`src/rtl/atf_pkg.sv`:
```
// Shared types, constants and the arctangent table for the tilt angle filter.
`timescale 1ns / 1ps

package atf_pkg;

    localparam int DATA_W      = 16;   // axis sample and result field width
    localparam int ITER_W      = 5;    // iteration index, covers the 24-entry table
    localparam int ATAN_LEN    = 24;
    localparam int ATAN_W      = 23;   // unsigned width of one table entry
    localparam int DP_W        = 27;   // CORDIC x/y datapath, signed
    localparam int ANG_ACC_W   = 25;   // CORDIC angle accumulator, degrees Q16, signed
    localparam int PRESCALE    = 8;
    localparam int MUL_B_W     = 16;
    localparam int MUL_P_W     = DP_W + MUL_B_W + 1;
    localparam int COEF_W      = 15;
    localparam int CFG_IDX_W   = 2;
    localparam int CFG_DATA_W  = 16;

    localparam int DEF_ANGLE_FRAC_BITS   = 8;
    localparam int DEF_CORDIC_ITERATIONS = 16;

    localparam logic [MUL_B_W-1:0] INV_GAIN = 16'd39797;  // 1/K, Q16
    localparam logic [COEF_W-1:0]  FB_RESET = 15'd31130;
    localparam logic [COEF_W-1:0]  FF_RESET = 15'd819;

    typedef enum logic [CFG_IDX_W-1:0] {
        REG_FEEDBACK    = 2'd0,
        REG_FEEDFORWARD = 2'd1
    } cfg_reg_t;

    typedef enum logic [3:0] {
        S_IDLE,
        S_PASS1,
        S_GAIN,
        S_LOAD2,
        S_PASS2,
        S_ROUND,
        S_FB,
        S_FF0,
        S_FF1,
        S_SUM,
        S_DONE
    } atf_state_t;

    typedef struct packed {
        logic              load;
        logic              step;
        logic [ITER_W-1:0] iter;
    } cordic_ctrl_t;

    // atan(2^-i) in degrees, Q16
    function automatic logic [ATAN_W-1:0] atan_deg(input logic [ITER_W-1:0] i);
        logic [ATAN_W-1:0] v;
        case (i)
            5'd0:    v = 23'd2949120;
            5'd1:    v = 23'd1740967;
            5'd2:    v = 23'd919879;
            5'd3:    v = 23'd466945;
            5'd4:    v = 23'd234379;
            5'd5:    v = 23'd117304;
            5'd6:    v = 23'd58666;
            5'd7:    v = 23'd29335;
            5'd8:    v = 23'd14668;
            5'd9:    v = 23'd7334;
            5'd10:   v = 23'd3667;
            5'd11:   v = 23'd1833;
            5'd12:   v = 23'd917;
            5'd13:   v = 23'd458;
            5'd14:   v = 23'd229;
            5'd15:   v = 23'd115;
            5'd16:   v = 23'd57;
            5'd17:   v = 23'd29;
            5'd18:   v = 23'd14;
            5'd19:   v = 23'd7;
            5'd20:   v = 23'd4;
            5'd21:   v = 23'd2;
            5'd22:   v = 23'd1;
            default: v = 23'd0;
        endcase
        return v;
    endfunction

endpackage

```
`src/rtl/atf_in_if.sv`:
```
// Sample channel: three signed axis readings with valid/ready.
`timescale 1ns / 1ps

interface atf_in_if;
    logic               valid;
    logic               ready;
    logic signed [15:0] accel_x;
    logic signed [15:0] accel_y;
    logic signed [15:0] accel_z;

    modport source (output valid, output accel_x, output accel_y, output accel_z,
                    input ready);
    modport sink   (input valid, input accel_x, input accel_y, input accel_z,
                    output ready);
endinterface

```
`src/rtl/atf_out_if.sv`:
```
// Result channel: filtered and raw tilt angle with valid/ready.
`timescale 1ns / 1ps

interface atf_out_if;
    logic               valid;
    logic               ready;
    logic signed [15:0] filtered_angle;
    logic signed [15:0] raw_angle;

    modport source (output valid, output filtered_angle, output raw_angle, input ready);
    modport sink   (input valid, input filtered_angle, input raw_angle, output ready);
endinterface

```
`src/rtl/atf_cfg_if.sv`:
```
// Configuration write channel: register index and data with valid/ready.
`timescale 1ns / 1ps

interface atf_cfg_if;
    logic        valid;
    logic        ready;
    logic [1:0]  index;
    logic [15:0] data;

    modport source (output valid, output index, output data, input ready);
    modport sink   (input valid, input index, input data, output ready);
endinterface

```
`src/rtl/atf_cordic.sv`:
```
// Shared CORDIC vectoring unit: one shift-add iteration per step.
`timescale 1ns / 1ps

module atf_cordic
    import atf_pkg::*;
(
    input  logic                        clk,
    input  cordic_ctrl_t                ctrl,
    input  logic signed [DP_W-1:0]      x_init,
    input  logic signed [DP_W-1:0]      y_init,
    output logic signed [DP_W-1:0]      x,
    output logic signed [ANG_ACC_W-1:0] ang
);

    logic signed [DP_W-1:0]      x_reg, x_next;
    logic signed [DP_W-1:0]      y_reg, y_next;
    logic signed [ANG_ACC_W-1:0] ang_reg, ang_next;
    logic signed [DP_W-1:0]      dx, dy;
    logic signed [ANG_ACC_W-1:0] da;

    always_comb
    begin
        dx       = y_reg >>> ctrl.iter;
        dy       = x_reg >>> ctrl.iter;
        da       = signed'({{(ANG_ACC_W-ATAN_W){1'b0}}, atan_deg(ctrl.iter)});
        x_next   = x_reg;
        y_next   = y_reg;
        ang_next = ang_reg;
        if (ctrl.load)
        begin
            x_next   = x_init;
            y_next   = y_init;
            ang_next = '0;
        end
        else if (ctrl.step)
        begin
            // zero residual rotates as nonnegative
            if (!y_reg[DP_W-1])
            begin
                x_next   = x_reg + dx;
                y_next   = y_reg - dy;
                ang_next = ang_reg + da;
            end
            else
            begin
                x_next   = x_reg - dx;
                y_next   = y_reg + dy;
                ang_next = ang_reg - da;
            end
        end
    end

    always_ff @(posedge clk)
    begin
        x_reg   <= x_next;
        y_reg   <= y_next;
        ang_reg <= ang_next;
    end

    assign x   = x_reg;
    assign ang = ang_reg;

endmodule

```
`src/rtl/atf_mul.sv`:
```
// Shared registered multiplier: signed datapath value times unsigned factor.
`timescale 1ns / 1ps

module atf_mul
    import atf_pkg::*;
(
    input  logic                      clk,
    input  logic signed [DP_W-1:0]    a,
    input  logic [MUL_B_W-1:0]        b,
    output logic signed [MUL_P_W-1:0] p
);

    logic signed [MUL_P_W-1:0] p_reg, p_next;

    assign p_next = a * signed'({1'b0, b});

    always_ff @(posedge clk)
    begin
        p_reg <= p_next;
    end

    assign p = p_reg;

endmodule

```
`src/rtl/accel_tilt_angle_filter.sv`:
```
// Top level: tilt angle from one accelerometer sample, then first-order low-pass.
`timescale 1ns / 1ps

// Accepts one three-axis sample on "sample" and returns one item on "result":
// the raw tilt angle atan(y / sqrt(x^2 + z^2)) and its low-pass filtered value,
// both in 1/2^ANGLE_FRAC_BITS degree units and limited to +-90 degrees. One
// CORDIC shift-add unit runs twice per sample: first on (|x|, |z|) to form the
// root magnitude, which the shared multiplier scales by the inverse CORDIC gain,
// then on (root, y) to accumulate the angle from the arctangent table. The same
// multiplier then forms the three filter products (Q0.15 coefficients) one per
// cycle. Each pass runs min(CORDIC_ITERATIONS, 24) iterations of the CORDIC
// unit, one per cycle. A sample with x and z both zero skips both passes.
// Input ready is high only while the sequencer is idle; a finished item waits
// in the result register while the next sample is already taken, and the
// sequencer holds at its last step until that register is free.
// Coefficient writes (index 0 feedback, index 1 feedforward, low 15 bits kept,
// other indexes ignored) are always accepted and must be issued while idle.

module accel_tilt_angle_filter
    import atf_pkg::*;
#(
    parameter int ANGLE_FRAC_BITS   = DEF_ANGLE_FRAC_BITS,
    parameter int CORDIC_ITERATIONS = DEF_CORDIC_ITERATIONS
)
(
    input  logic      clk,
    input  logic      rst_n,
    atf_in_if.sink    sample,
    atf_out_if.source result,
    atf_cfg_if.sink   cfg
);

    // angle word holds +-(90 << frac) plus sign
    localparam int ANG_W      = ANGLE_FRAC_BITS + 8;
    localparam int ACC_W      = ANG_W + 2;              // sum of three products
    localparam int FRAC_SHIFT = 16 - ANGLE_FRAC_BITS;   // Q16 degrees down to output
    localparam int ITER_N     = (CORDIC_ITERATIONS > ATAN_LEN) ? ATAN_LEN : CORDIC_ITERATIONS;
    localparam int ANGLE_LIM  = 90 << ANGLE_FRAC_BITS;

    localparam logic signed [ANG_ACC_W-1:0] LIM_ACC   = ANG_ACC_W'(ANGLE_LIM);
    localparam logic signed [ANG_W-1:0]     LIM_ANG   = ANG_W'(ANGLE_LIM);
    localparam logic signed [ACC_W-1:0]     LIM_SUM   = ACC_W'(ANGLE_LIM);
    localparam logic signed [ANG_ACC_W-1:0] ANG_HALF  = ANG_ACC_W'(1 << (FRAC_SHIFT - 1));
    localparam logic [ITER_W-1:0]           ITER_LAST = ITER_W'(ITER_N - 1);

    // ---------------------------------------------------------------
    // State
    // ---------------------------------------------------------------
    atf_state_t state_reg, state_next;
    logic [ITER_W-1:0] iter_reg, iter_next;
    logic              out_valid_reg, out_valid_next;
    logic [COEF_W-1:0] fb_reg, fb_next;
    logic [COEF_W-1:0] ff_reg, ff_next;
    logic signed [ANG_W-1:0] prev_filt_reg, prev_filt_next;
    logic signed [ANG_W-1:0] prev_raw_reg, prev_raw_next;

    // payload, no reset
    logic signed [DATA_W-1:0] ay_reg, ay_next;
    logic signed [ANG_W-1:0]  raw_reg, raw_next;
    logic signed [ACC_W-1:0]  acc_reg, acc_next;

    // ---------------------------------------------------------------
    // Shared units
    // ---------------------------------------------------------------
    cordic_ctrl_t                cctl;
    logic signed [DP_W-1:0]      c_x_init, c_y_init, c_x;
    logic signed [ANG_ACC_W-1:0] c_ang;
    logic signed [DP_W-1:0]      mul_a;
    logic [MUL_B_W-1:0]          mul_b;
    logic signed [MUL_P_W-1:0]   mul_p;

    atf_cordic u_cordic (
        .clk    (clk),
        .ctrl   (cctl),
        .x_init (c_x_init),
        .y_init (c_y_init),
        .x      (c_x),
        .ang    (c_ang)
    );

    atf_mul u_mul (
        .clk (clk),
        .a   (mul_a),
        .b   (mul_b),
        .p   (mul_p)
    );

    // ---------------------------------------------------------------
    // Datapath helpers
    // ---------------------------------------------------------------
    logic                       in_acc;
    logic                       xz_zero;
    logic signed [DP_W-1:0]     ax_ext, az_ext, ay_ext;
    logic signed [DP_W-1:0]     root;
    logic signed [ACC_W-1:0]    prod_rnd;
    logic signed [ANG_ACC_W-1:0] ang_rnd;
    logic signed [ANG_W-1:0]    raw_clamped;
    logic signed [ANG_W-1:0]    filt_clamped;
    logic signed [ANG_W-1:0]    raw_special;
    logic                       out_free;

    assign sample.ready = (state_reg == S_IDLE);
    assign in_acc       = sample.valid && sample.ready;
    assign out_free     = !out_valid_reg || result.ready;
    assign cfg.ready    = 1'b1;

    assign xz_zero = (sample.accel_x == '0) && (sample.accel_z == '0);
    assign ax_ext  = DP_W'(sample.accel_x);
    assign az_ext  = DP_W'(sample.accel_z);
    assign ay_ext  = DP_W'(ay_reg);

    // round half up, negative filter products included
    assign root     = DP_W'((mul_p + MUL_P_W'(32768)) >>> 16);
    assign prod_rnd = ACC_W'((mul_p + MUL_P_W'(16384)) >>> 15);
    assign ang_rnd  = (c_ang + ANG_HALF) >>> FRAC_SHIFT;

    always_comb
    begin
        if (ang_rnd > LIM_ACC)
            raw_clamped = LIM_ANG;
        else if (ang_rnd < -LIM_ACC)
            raw_clamped = -LIM_ANG;
        else
            raw_clamped = ANG_W'(ang_rnd);

        if (acc_reg > LIM_SUM)
            filt_clamped = LIM_ANG;
        else if (acc_reg < -LIM_SUM)
            filt_clamped = -LIM_ANG;
        else
            filt_clamped = ANG_W'(acc_reg);

        // straight up or down when there is no horizontal component
        if (sample.accel_y > 0)
            raw_special = LIM_ANG;
        else if (sample.accel_y < 0)
            raw_special = -LIM_ANG;
        else
            raw_special = '0;
    end

    // ---------------------------------------------------------------
    // Sequencer
    // ---------------------------------------------------------------
    always_comb
    begin
        state_next     = state_reg;
        iter_next      = iter_reg;
        out_valid_next = out_valid_reg;
        prev_filt_next = prev_filt_reg;
        prev_raw_next  = prev_raw_reg;
        ay_next        = ay_reg;
        raw_next       = raw_reg;
        acc_next       = acc_reg;
        cctl           = '0;
        cctl.iter      = iter_reg;
        c_x_init       = root;
        c_y_init       = ay_ext <<< PRESCALE;
        mul_a          = c_x;
        mul_b          = INV_GAIN;

        if (result.valid && result.ready)
            out_valid_next = 1'b0;

        case (state_reg)
            S_IDLE:
            begin
                c_x_init = (ax_ext[DP_W-1] ? -ax_ext : ax_ext) <<< PRESCALE;
                c_y_init = (az_ext[DP_W-1] ? -az_ext : az_ext) <<< PRESCALE;
                if (in_acc)
                begin
                    ay_next   = sample.accel_y;
                    iter_next = '0;
                    if (xz_zero)
                    begin
                        raw_next   = raw_special;
                        state_next = S_FB;
                    end
                    else
                    begin
                        cctl.load  = 1'b1;
                        state_next = S_PASS1;
                    end
                end
            end

            S_PASS1:
            begin
                cctl.step = 1'b1;
                iter_next = iter_reg + 1'b1;
                if (iter_reg == ITER_LAST)
                    state_next = S_GAIN;
            end

            S_GAIN:
            begin
                mul_a      = c_x;
                mul_b      = INV_GAIN;
                state_next = S_LOAD2;
            end

            S_LOAD2:
            begin
                cctl.load  = 1'b1;
                iter_next  = '0;
                state_next = S_PASS2;
            end

            S_PASS2:
            begin
                cctl.step = 1'b1;
                iter_next = iter_reg + 1'b1;
                if (iter_reg == ITER_LAST)
                    state_next = S_ROUND;
            end

            S_ROUND:
            begin
                raw_next   = raw_clamped;
                state_next = S_FB;
            end

            S_FB:
            begin
                mul_a      = DP_W'(prev_filt_reg);
                mul_b      = MUL_B_W'(fb_reg);
                state_next = S_FF0;
            end

            S_FF0:
            begin
                mul_a      = DP_W'(raw_reg);
                mul_b      = MUL_B_W'(ff_reg);
                acc_next   = prod_rnd;
                state_next = S_FF1;
            end

            S_FF1:
            begin
                mul_a      = DP_W'(prev_raw_reg);
                mul_b      = MUL_B_W'(ff_reg);
                acc_next   = acc_reg + prod_rnd;
                state_next = S_SUM;
            end

            S_SUM:
            begin
                acc_next   = acc_reg + prod_rnd;
                state_next = S_DONE;
            end

            S_DONE:
            begin
                // filter history doubles as the result register
                if (out_free)
                begin
                    prev_filt_next = filt_clamped;
                    prev_raw_next  = raw_reg;
                    out_valid_next = 1'b1;
                    state_next     = S_IDLE;
                end
            end

            default:
            begin
                state_next = S_IDLE;
            end
        endcase
    end

    // coefficient writes
    always_comb
    begin
        fb_next = fb_reg;
        ff_next = ff_reg;
        if (cfg.valid && cfg.ready)
        begin
            case (cfg.index)
                REG_FEEDBACK:    fb_next = cfg.data[COEF_W-1:0];
                REG_FEEDFORWARD: ff_next = cfg.data[COEF_W-1:0];
                default:         ;
            endcase
        end
    end

    always_ff @(posedge clk or negedge rst_n)
    begin
        if (!rst_n)
        begin
            state_reg     <= S_IDLE;
            iter_reg      <= '0;
            out_valid_reg <= 1'b0;
            fb_reg        <= FB_RESET;
            ff_reg        <= FF_RESET;
            prev_filt_reg <= '0;
            prev_raw_reg  <= '0;
        end
        else
        begin
            state_reg     <= state_next;
            iter_reg      <= iter_next;
            out_valid_reg <= out_valid_next;
            fb_reg        <= fb_next;
            ff_reg        <= ff_next;
            prev_filt_reg <= prev_filt_next;
            prev_raw_reg  <= prev_raw_next;
        end
    end

    always_ff @(posedge clk)
    begin
        ay_reg  <= ay_next;
        raw_reg <= raw_next;
        acc_reg <= acc_next;
    end

    assign result.valid          = out_valid_reg;
    assign result.filtered_angle = DATA_W'(prev_filt_reg);
    assign result.raw_angle      = DATA_W'(prev_raw_reg);

`ifndef NO_ASSERTIONS
    a_no_step_idle: assert property (@(posedge clk) disable iff (!rst_n)
        sample.ready |-> !cctl.step)
        else $error("CORDIC stepping while idle");

    a_accept_start: assert property (@(posedge clk) disable iff (!rst_n)
        in_acc |=> (state_reg == S_PASS1 || state_reg == S_FB))
        else $error("sample accepted but sequencer did not start");

    a_no_overwrite: assert property (@(posedge clk) disable iff (!rst_n)
        (out_valid_reg && !result.ready) |=> $stable(prev_filt_reg) && $stable(prev_raw_reg))
        else $error("pending result overwritten");

    a_filt_range: assert property (@(posedge clk) disable iff (!rst_n)
        out_valid_reg |-> (prev_filt_reg <= LIM_ANG && prev_filt_reg >= -LIM_ANG
                           && prev_raw_reg <= LIM_ANG && prev_raw_reg >= -LIM_ANG))
        else $error("angle outside +-90 degrees");
`endif

endmodule
```
`src/flat_wrapper.sv`:
```
// flat-port wrapper written by rule: the top's interface ports become plain ports
module accel_tilt_angle_filter_flat import atf_pkg::*;
#(
    parameter int ANGLE_FRAC_BITS   = DEF_ANGLE_FRAC_BITS,
    parameter int CORDIC_ITERATIONS = DEF_CORDIC_ITERATIONS
)
  (clk, rst_n, sample_valid, sample_accel_x, sample_accel_y, sample_accel_z, sample_ready, result_valid, result_filtered_angle, result_raw_angle, result_ready, cfg_valid, cfg_index, cfg_data, cfg_ready);
  atf_in_if sample_i ();
  atf_out_if result_i ();
  atf_cfg_if cfg_i ();
  input  logic clk;
  input  logic rst_n;
  input wire logic [$bits(sample_i.valid)-1:0] sample_valid;
  input wire logic [$bits(sample_i.accel_x)-1:0] sample_accel_x;
  input wire logic [$bits(sample_i.accel_y)-1:0] sample_accel_y;
  input wire logic [$bits(sample_i.accel_z)-1:0] sample_accel_z;
  output wire logic [$bits(sample_i.ready)-1:0] sample_ready;
  output wire logic [$bits(result_i.valid)-1:0] result_valid;
  output wire logic [$bits(result_i.filtered_angle)-1:0] result_filtered_angle;
  output wire logic [$bits(result_i.raw_angle)-1:0] result_raw_angle;
  input wire logic [$bits(result_i.ready)-1:0] result_ready;
  input wire logic [$bits(cfg_i.valid)-1:0] cfg_valid;
  input wire logic [$bits(cfg_i.index)-1:0] cfg_index;
  input wire logic [$bits(cfg_i.data)-1:0] cfg_data;
  output wire logic [$bits(cfg_i.ready)-1:0] cfg_ready;
  assign sample_i.valid = sample_valid;
  assign sample_i.accel_x = sample_accel_x;
  assign sample_i.accel_y = sample_accel_y;
  assign sample_i.accel_z = sample_accel_z;
  assign sample_ready = sample_i.ready;
  assign result_valid = result_i.valid;
  assign result_filtered_angle = result_i.filtered_angle;
  assign result_raw_angle = result_i.raw_angle;
  assign result_i.ready = result_ready;
  assign cfg_i.valid = cfg_valid;
  assign cfg_i.index = cfg_index;
  assign cfg_i.data = cfg_data;
  assign cfg_ready = cfg_i.ready;
  accel_tilt_angle_filter #(.ANGLE_FRAC_BITS(ANGLE_FRAC_BITS), .CORDIC_ITERATIONS(CORDIC_ITERATIONS)) u_core (.clk(clk), .rst_n(rst_n), .sample(sample_i), .result(result_i), .cfg(cfg_i));
endmodule
```
`config.mk`:
```
export PLATFORM = sky130hd
export DESIGN_NAME = accel_tilt_angle_filter_flat
export DESIGN_NICKNAME = d
export VERILOG_FILES = /design/src/rtl/atf_pkg.sv /design/src/rtl/atf_in_if.sv /design/src/rtl/atf_out_if.sv /design/src/rtl/atf_cfg_if.sv /design/src/rtl/atf_cordic.sv /design/src/rtl/atf_mul.sv /design/src/rtl/accel_tilt_angle_filter.sv /design/src/flat_wrapper.sv
export SDC_FILE = /design/constraint.sdc
export NUM_CORES = 2
export LEC_CHECK = 0
export BUFFER_PORTS_ARGS = -buffer_cell sky130_fd_sc_hd__buf_2
export CAP_MARGIN = 30
export CELL_PAD_IN_SITES_DETAIL_PLACEMENT = 1
export CELL_PAD_IN_SITES_GLOBAL_PLACEMENT = 2
export CORE_MARGIN = 2
export CORE_UTILIZATION = 37
export DETAILED_ROUTE_END_ITERATION = 6
export PLACE_DENSITY = 0.82
export SLEW_MARGIN = 30
export SYNTH_ARGS = -nofsm -noshare
export SYNTH_HDL_FRONTEND = slang
export SYNTH_SLANG_ARGS = --single-unit
```
`constraint.sdc`:
```
create_clock -name clk -period 8.46 [get_ports clk]
set_input_delay 0.846 -clock clk [delete_from_list [all_inputs] [get_ports clk]]
set_output_delay 0.846 -clock clk [all_outputs]
set_load 0.01 [all_outputs]
```
### After elaboration in Yosys (flattened, before gate mapping)

Memory sizes are Yosys's and may differ from the RTL's.
Index checks and enable logic that the tools add are counted.

| operators by class | value |
|---|---|
| equality and inequality tests | 17 |
| reductions and logical operators | 23 |
| order comparisons | 6 |
| shift operators | 2 |
| add/sub/neg operators | 13 |
| multiply operators | 1 |
| mux-type cells | 38 |

Operators with widths:

| operator | count |
|---|---|
| 2-to-1 mux 27 bit | 8 |
| 2-to-1 mux 16 bit | 8 |
| case mux 27 bit (3 select lines) | 1 |
| case mux 16 bit (2 select lines) | 2 |
| adder 27 bit | 2 |
| >>> shifter 27 x 5 -> 27 bit | 2 |
| subtractor 27 bit | 2 |
| case mux 4 bit (11 select lines) | 1 |
| adder 43 x 17 -> 43 bit, second input constant | 1 |
| multiplier 27 x 17 -> 43 bit | 1 |
| 2-to-1 mux 19 bit | 2 |
| negation 16 -> 19 bit | 2 |
| case mux 18 bit (2 select lines) | 1 |
| adder 33 x 16 -> 33 bit, second input constant | 1 |
| zero test 16 bit | 2 |
| adder 25 x 24 -> 25 bit | 1 |
| adder 25 x 9 -> 25 bit, second input constant | 1 |
| 2-to-1 mux 25 bit | 1 |
| subtractor 25 x 24 -> 25 bit | 1 |
| adder 18 bit | 1 |
| greater-than comparator 18 x 16 -> 1 bit, second input constant | 1 |
| < comparator 18 x 16 -> 1 bit, second input constant | 1 |
| greater-than comparator 17 x 16 -> 1 bit, second input constant | 1 |
| < comparator 17 x 16 -> 1 bit, second input constant | 1 |
| other kinds (28) | 55 |

| storage, ports and cells | value |
|---|---|
| word-level logic and storage cells | 115 |
| output and inout bits | 35 |
| flip-flop bits (word level) | 244 |
| memories kept | 1 |
| ROM bits | 704 |
| input port bits | 71 |

Memory list:

| memory | words | width | read ports | clocked after Yosys merged registers in | write ports | RTL line | RTL |
|---|---|---|---|---|---|---|---|
| (name not given) | 32 | 22 | 1 | 0 | 0 | atf_pkg.sv:54 | `case (i)` |

### Depth between registers and ports, before layout

| logic depth | value |
|---|---|
| depth in word-level cells | 6 |
| depth in mapped cells | 33 |
| mapped depth without buffers | 31 |

### Modules after synthesis

A second synthesis with hierarchy kept.

| second synthesis, totals | value |
|---|---|
| cell total of the unflattened synthesis | 4380 |
| area total of the unflattened synthesis | 37836.3 um^2 |

Modules (own cells, without submodules):

| module | area an instance (um^2) | cells an instance | times used | seq. area each (um^2) |
|---|---|---|---|---|
| atf_mul | 16507.1 | 1848 | 1 | 880.8 |
| atf_cordic | 12731.0 | 1532 | 1 | 2122.0 |
| accel_tilt_angle_filter | 8598.2 | 1000 | 1 | 3321.9 |

### Worst setup path before layout

OpenSTA, ideal clock, no wires.

| timing path | value |
|---|---|
| kind | reg2reg |
| from | register u_core.state_reg[2] |
| to | register u_core.u_mul.p_reg[41] (netlist: u_core.u_mul.p[41]) |
| library setup time | 0.072 ns |
| required time | 8.388 ns |
| data arrival time | 7.883 ns |
| clock period less this slack | 7.956 ns |
| buffers on the path | 4 |
| stages on the path, launching flop included | 32 |
| slack | 0.504 ns |
| path through | dfrtp_1 clkbuf_1 nor2_1 nand2_1 o21ai_0 clkbuf_1 nor2_1 clkbuf_1 nor2_1 clkbuf_1 nor2_1 fa_1 inv_1 fa_1 fa_1 inv_1 fa_1 fa_1 inv_1 fa_1 inv_1 ha_1 a21oi_1 o21ai_0 a2111oi_0 a211oi_1 a31o_2 a21oi_1 or2_2 o21ai_0 a21oi_1 xnor2_1 |

| between the ends | value |
|---|---|
| cells in the longest elaborated chain, start to end | 4 |
| elaborated cells between the ends (all ways) | 7 |
| those cells by class | mul (1); eq/ne (3); mux (2); reduce/logical (1) |

Ends and longest elaborated chain:

| element | RTL line | RTL |
|---|---|---|
| start: declaration | accel_tilt_angle_filter.sv:49 | `atf_state_t state_reg, state_next;` |
| start signal: assignment | accel_tilt_angle_filter.sv:300 | `state_reg <= state_next;` |
| equality test 4 x 3 -> 1 bit or equality test 4 bit (tied branches) | accel_tilt_angle_filter.sv:165 | `case (state_reg)` |
| OR reduction 2 bit (no line) | -- |  |
| case mux 16 bit (2 select lines) | accel_tilt_angle_filter.sv:165 |  |
| multiplier 27 x 17 -> 43 bit (*) | atf_mul.sv:15 | `assign p_next = a * signed'({1'b0, b});` |
| via u_core.u_mul.p_next[41] | atf_mul.sv:13 | `logic signed [MUL_P_W-1:0] p_reg, p_next;` |
| end signal: assignment | atf_mul.sv:19 | `p_reg <= p_next;` |
| end: declaration | atf_mul.sv:13 |  |

Mark *: on every way through the listed nets, which the timed path passes. The rest lies on a longest branch.
A chain may end at the register's enable or synchronous reset.

### Worst setup path in the final report

| timing path | value |
|---|---|
| from | register u_core.state_reg[0] |
| to | register u_core.u_mul.p_reg[39] (netlist: u_core.u_mul.p[39]) |

Same word-level chain as after synthesis.

==> impl_metrics.json <==
{
  "min_from": "sample_accel_y[1]",
  "track_usage_pct": 24.5,
  "fin_skew_ps": 32.6,
  "grt-ovfl-total": 0,
  "dp_hpwl_mm": 96.2,
  "holdPathEnd": "u_core.ay_reg[1]",
  "setup_ws_ps": 472,
  "reg2reg_to": "u_core.u_mul.p[39]",
  "start_kind": "flip-flop",
  "cp_max_fo": 17,
  "initial_utilization_pct": 37.3,
  "die_area_um2": 96700,
  "holdPathStages": 1,
  "crit_type": "flip-flop to flip-flop",
  "clock_sink_count": 230,
  "antenna_found_initial": 2,
  "drt_iter0_drc": 1876,
  "fin_crit_ps": 7990,
  "ys_ff_latch": 230,
  "dpl_worst_slack_ps": 285,
  "synth_area_leaders": "fa_1, edfxtp_1, ha_1",
  "yosysSeqAreaShare_pct": 17.3,
  "nets": 4778,
  "worstPathRequired_ps": 9020,
  "cp_common_cell": "fa_1",
  "ios": 106,
  "portBuffers": 103,
  "syn_to_final_growth_pct": 10.1,
  "mostFrequentLayoutCell": "nand2_1",
  "globalRoute.busiestLayer": "met2",
  "slew_violations": 0,
  "finalSetupTns_ps": 0,
  "final_util_pct": 41.1,
  "grtUsageMet1_pct": 33.4,
  "largest_reg_flops": 29,
  "dieHeight_um": 311,
  "maxCapViolations": 0,
  "syn_avg_cell_area_um2": 8.69,
  "yosysTopAreaCell": "fa_1",
  "path_clk_slew_ps": 60,
  "r2r_setup_slack_ps": 470,
  "wirelength_mm": 118,
  "grt_pass1_vias": 31600,
  "worstSkewPairLatency_ps": 630,
  "max_stage_delay_ps": 600,
  "crit_path_top_delay_cell": "a222oi_1",
  "grt_use_met3_pct": 4.48,
  "layout-drive-gt1-share_pct": 11.5,
  "arrival_ps": 8550,
  "synth_top_area_share_pct": 23.9,
  "wl_per_cell_um": 22.1,
  "final_antenna_net_count": 0,
  "grt_max_degree": 68,
  "rr_worst_depth": 28,
  "firstDrtPassIters": 6,
  "clock_path_buffers": 3,
  "die_w_um": 311,
  "setup_viol": 0,
  "coreArea_um2": 93300,
  "final_cell_mix": "nand2_1, inv_1, fa_1",
  "r2r_start": "u_core.state_reg[0]",
  "synth-edff-count": 104,
  "cts_root_buffer": "clkbuf_16",
  "synth_area_um2": 34900,
  "rsz0062_at_grt": "false",
  "end_kind": "flip-flop",
  "status": "finished, final reports clean",
  "routabilityCongestion": 0.906,
  "grt_pass1_wl_mm": 185,
  "remaining_drc_errors": 0,
  "worst_pin_slew_ps": 972,
  "rows": 112,
  "grt_util_met2_pct": 39.6,
  "synth_fp_nets": 4707,
  "async_flop_share_pct": 31.3,
  "hold_class": "input pin to flip-flop",
  "synthFlopType": "edfxtp_1",
  "ys.warnings.count": 0,
  "fin_crit_sh_pct": 94.4,
  "max_clock_freq_mhz": 125,
  "relSlewSlack_pct": 34.8,
  "vias_per_cell": 5.53,
  "synthCells": 4009,
  "num_vias": 29600,
  "cts_buffers": 31,
  "fill_cells": 11200,
  "antenna_cells": 0,
  "cts_tree": "yes",
  "final_hold_viol_count": 0,
  "h-tree-depth": 1,
  "synthDistinctLibCells": 96
}
## routing by layer
layer | share of wire [%] | wire [µm]
met4 | 3.5 | 4110
met1 | 45 | 52700
met2 | 46 | 54000
met5 | 0 | 0
met3 | 6.3 | 7450
## critical path: cells and delay by family (launching register included)
kind,cells,cell delay [ps]
AO/OA/AOI/OAI,5,1560
flip-flops,1,500
buffers and inverters,6,670
XOR/XNOR,1,150
adder cells (fa/ha/maj),7,3510
AND/OR/NAND/NOR,9,1500
## layout make-up
cell class	count	area [µm²]	area share [%]
clock buffers	47	928	2.42
clock inverters	11	140	0.365
inverters	523	1960	5.12
multi-input cells	3056	26100	68.1
flip-flops and latches	230	6030	15.7
well taps	1254	1570	4.09
repair buffers	238	1590	4.15
## cells by family (layout without fill, tap and decap cells)
kind of cell / count (synthesis) / in the layout / share of synthesized area [%]
simple gates: 1286 / 1286 / 16.4
compound gates: 740 / 740 / 14.0
buf+inv: 723 / 819 / 7.98
fa+ha+maj: 628 / 628 / 31.5
xor+xnor: 254 / 254 / 6.42
flops: 230 / 230 / 17.3
mux: 147 / 147 / 6.41
other cells: 1 / 1 / 0.0108
## worst max-delay path by stage
stage / from / slack (ps) / endpoint / cells past startpoint
after floorplan: u_core.state_reg[2] / 500 / u_core.u_mul.p[41] / 31
after global placement: u_core.state_reg[0] / 360 / u_core.u_mul.p[39] / 27
after detailed placement: u_core.state_reg[0] / 290 / u_core.u_mul.p[39] / 27
after CTS: u_core.state_reg[0] / 250 / u_core.u_mul.p[39] / 28
after global routing: u_core.state_reg[0] / 10 / u_core.u_mul.p[25] / 26
final: u_core.state_reg[0] / 470 / u_core.u_mul.p[39] / 28
## synth_stat cells, drive strengths merged (15+ instances only)
cell type	count
buf	44
and2	51
a222oi	19
mux4	54
a22o	22
o211ai	45
a22oi	18
mux2i	33
a31oi	25
nor2b	30
dfxtp	54
inv	521
mux2	60
fa	416
or3	20
dfrtp	57
nand2	532
o21bai	18
xnor2	130
nand2b	28
dfstp	15
o22ai	17
nor2	387
o31ai	17
edfxtp	104
ha	211
nand3	62
clkbuf	156
a21oi	188
nor4	21
and3	29
o21a	31
nand4	21
nor3	54
xor2	123
o21ai	161
a21o	51
a211oi	31
## what timing repair did
action                                 CTS  global route
hold buffers                             1             0
endpoints found under the hold margin    3             0
resized for setup                        0            16
setup endpoints to repair                0            12
buffers inserted                         0             5
## through the flow
stage | cell area, µm² | cells | hold WS, ps
floorplan | 34900 | 4009 | 441
global placement | 37200 | 5293 | 469
detailed placement | 37200 | 5295 | 476
CTS | 38300 | 5354 | 370
global route | 38400 | 5359 | 385
finish | 38400 | 5359 | 400
Power is not shown: default switching activity piles up to over one toggle a cycle in this logic, so the estimate is an artifact.
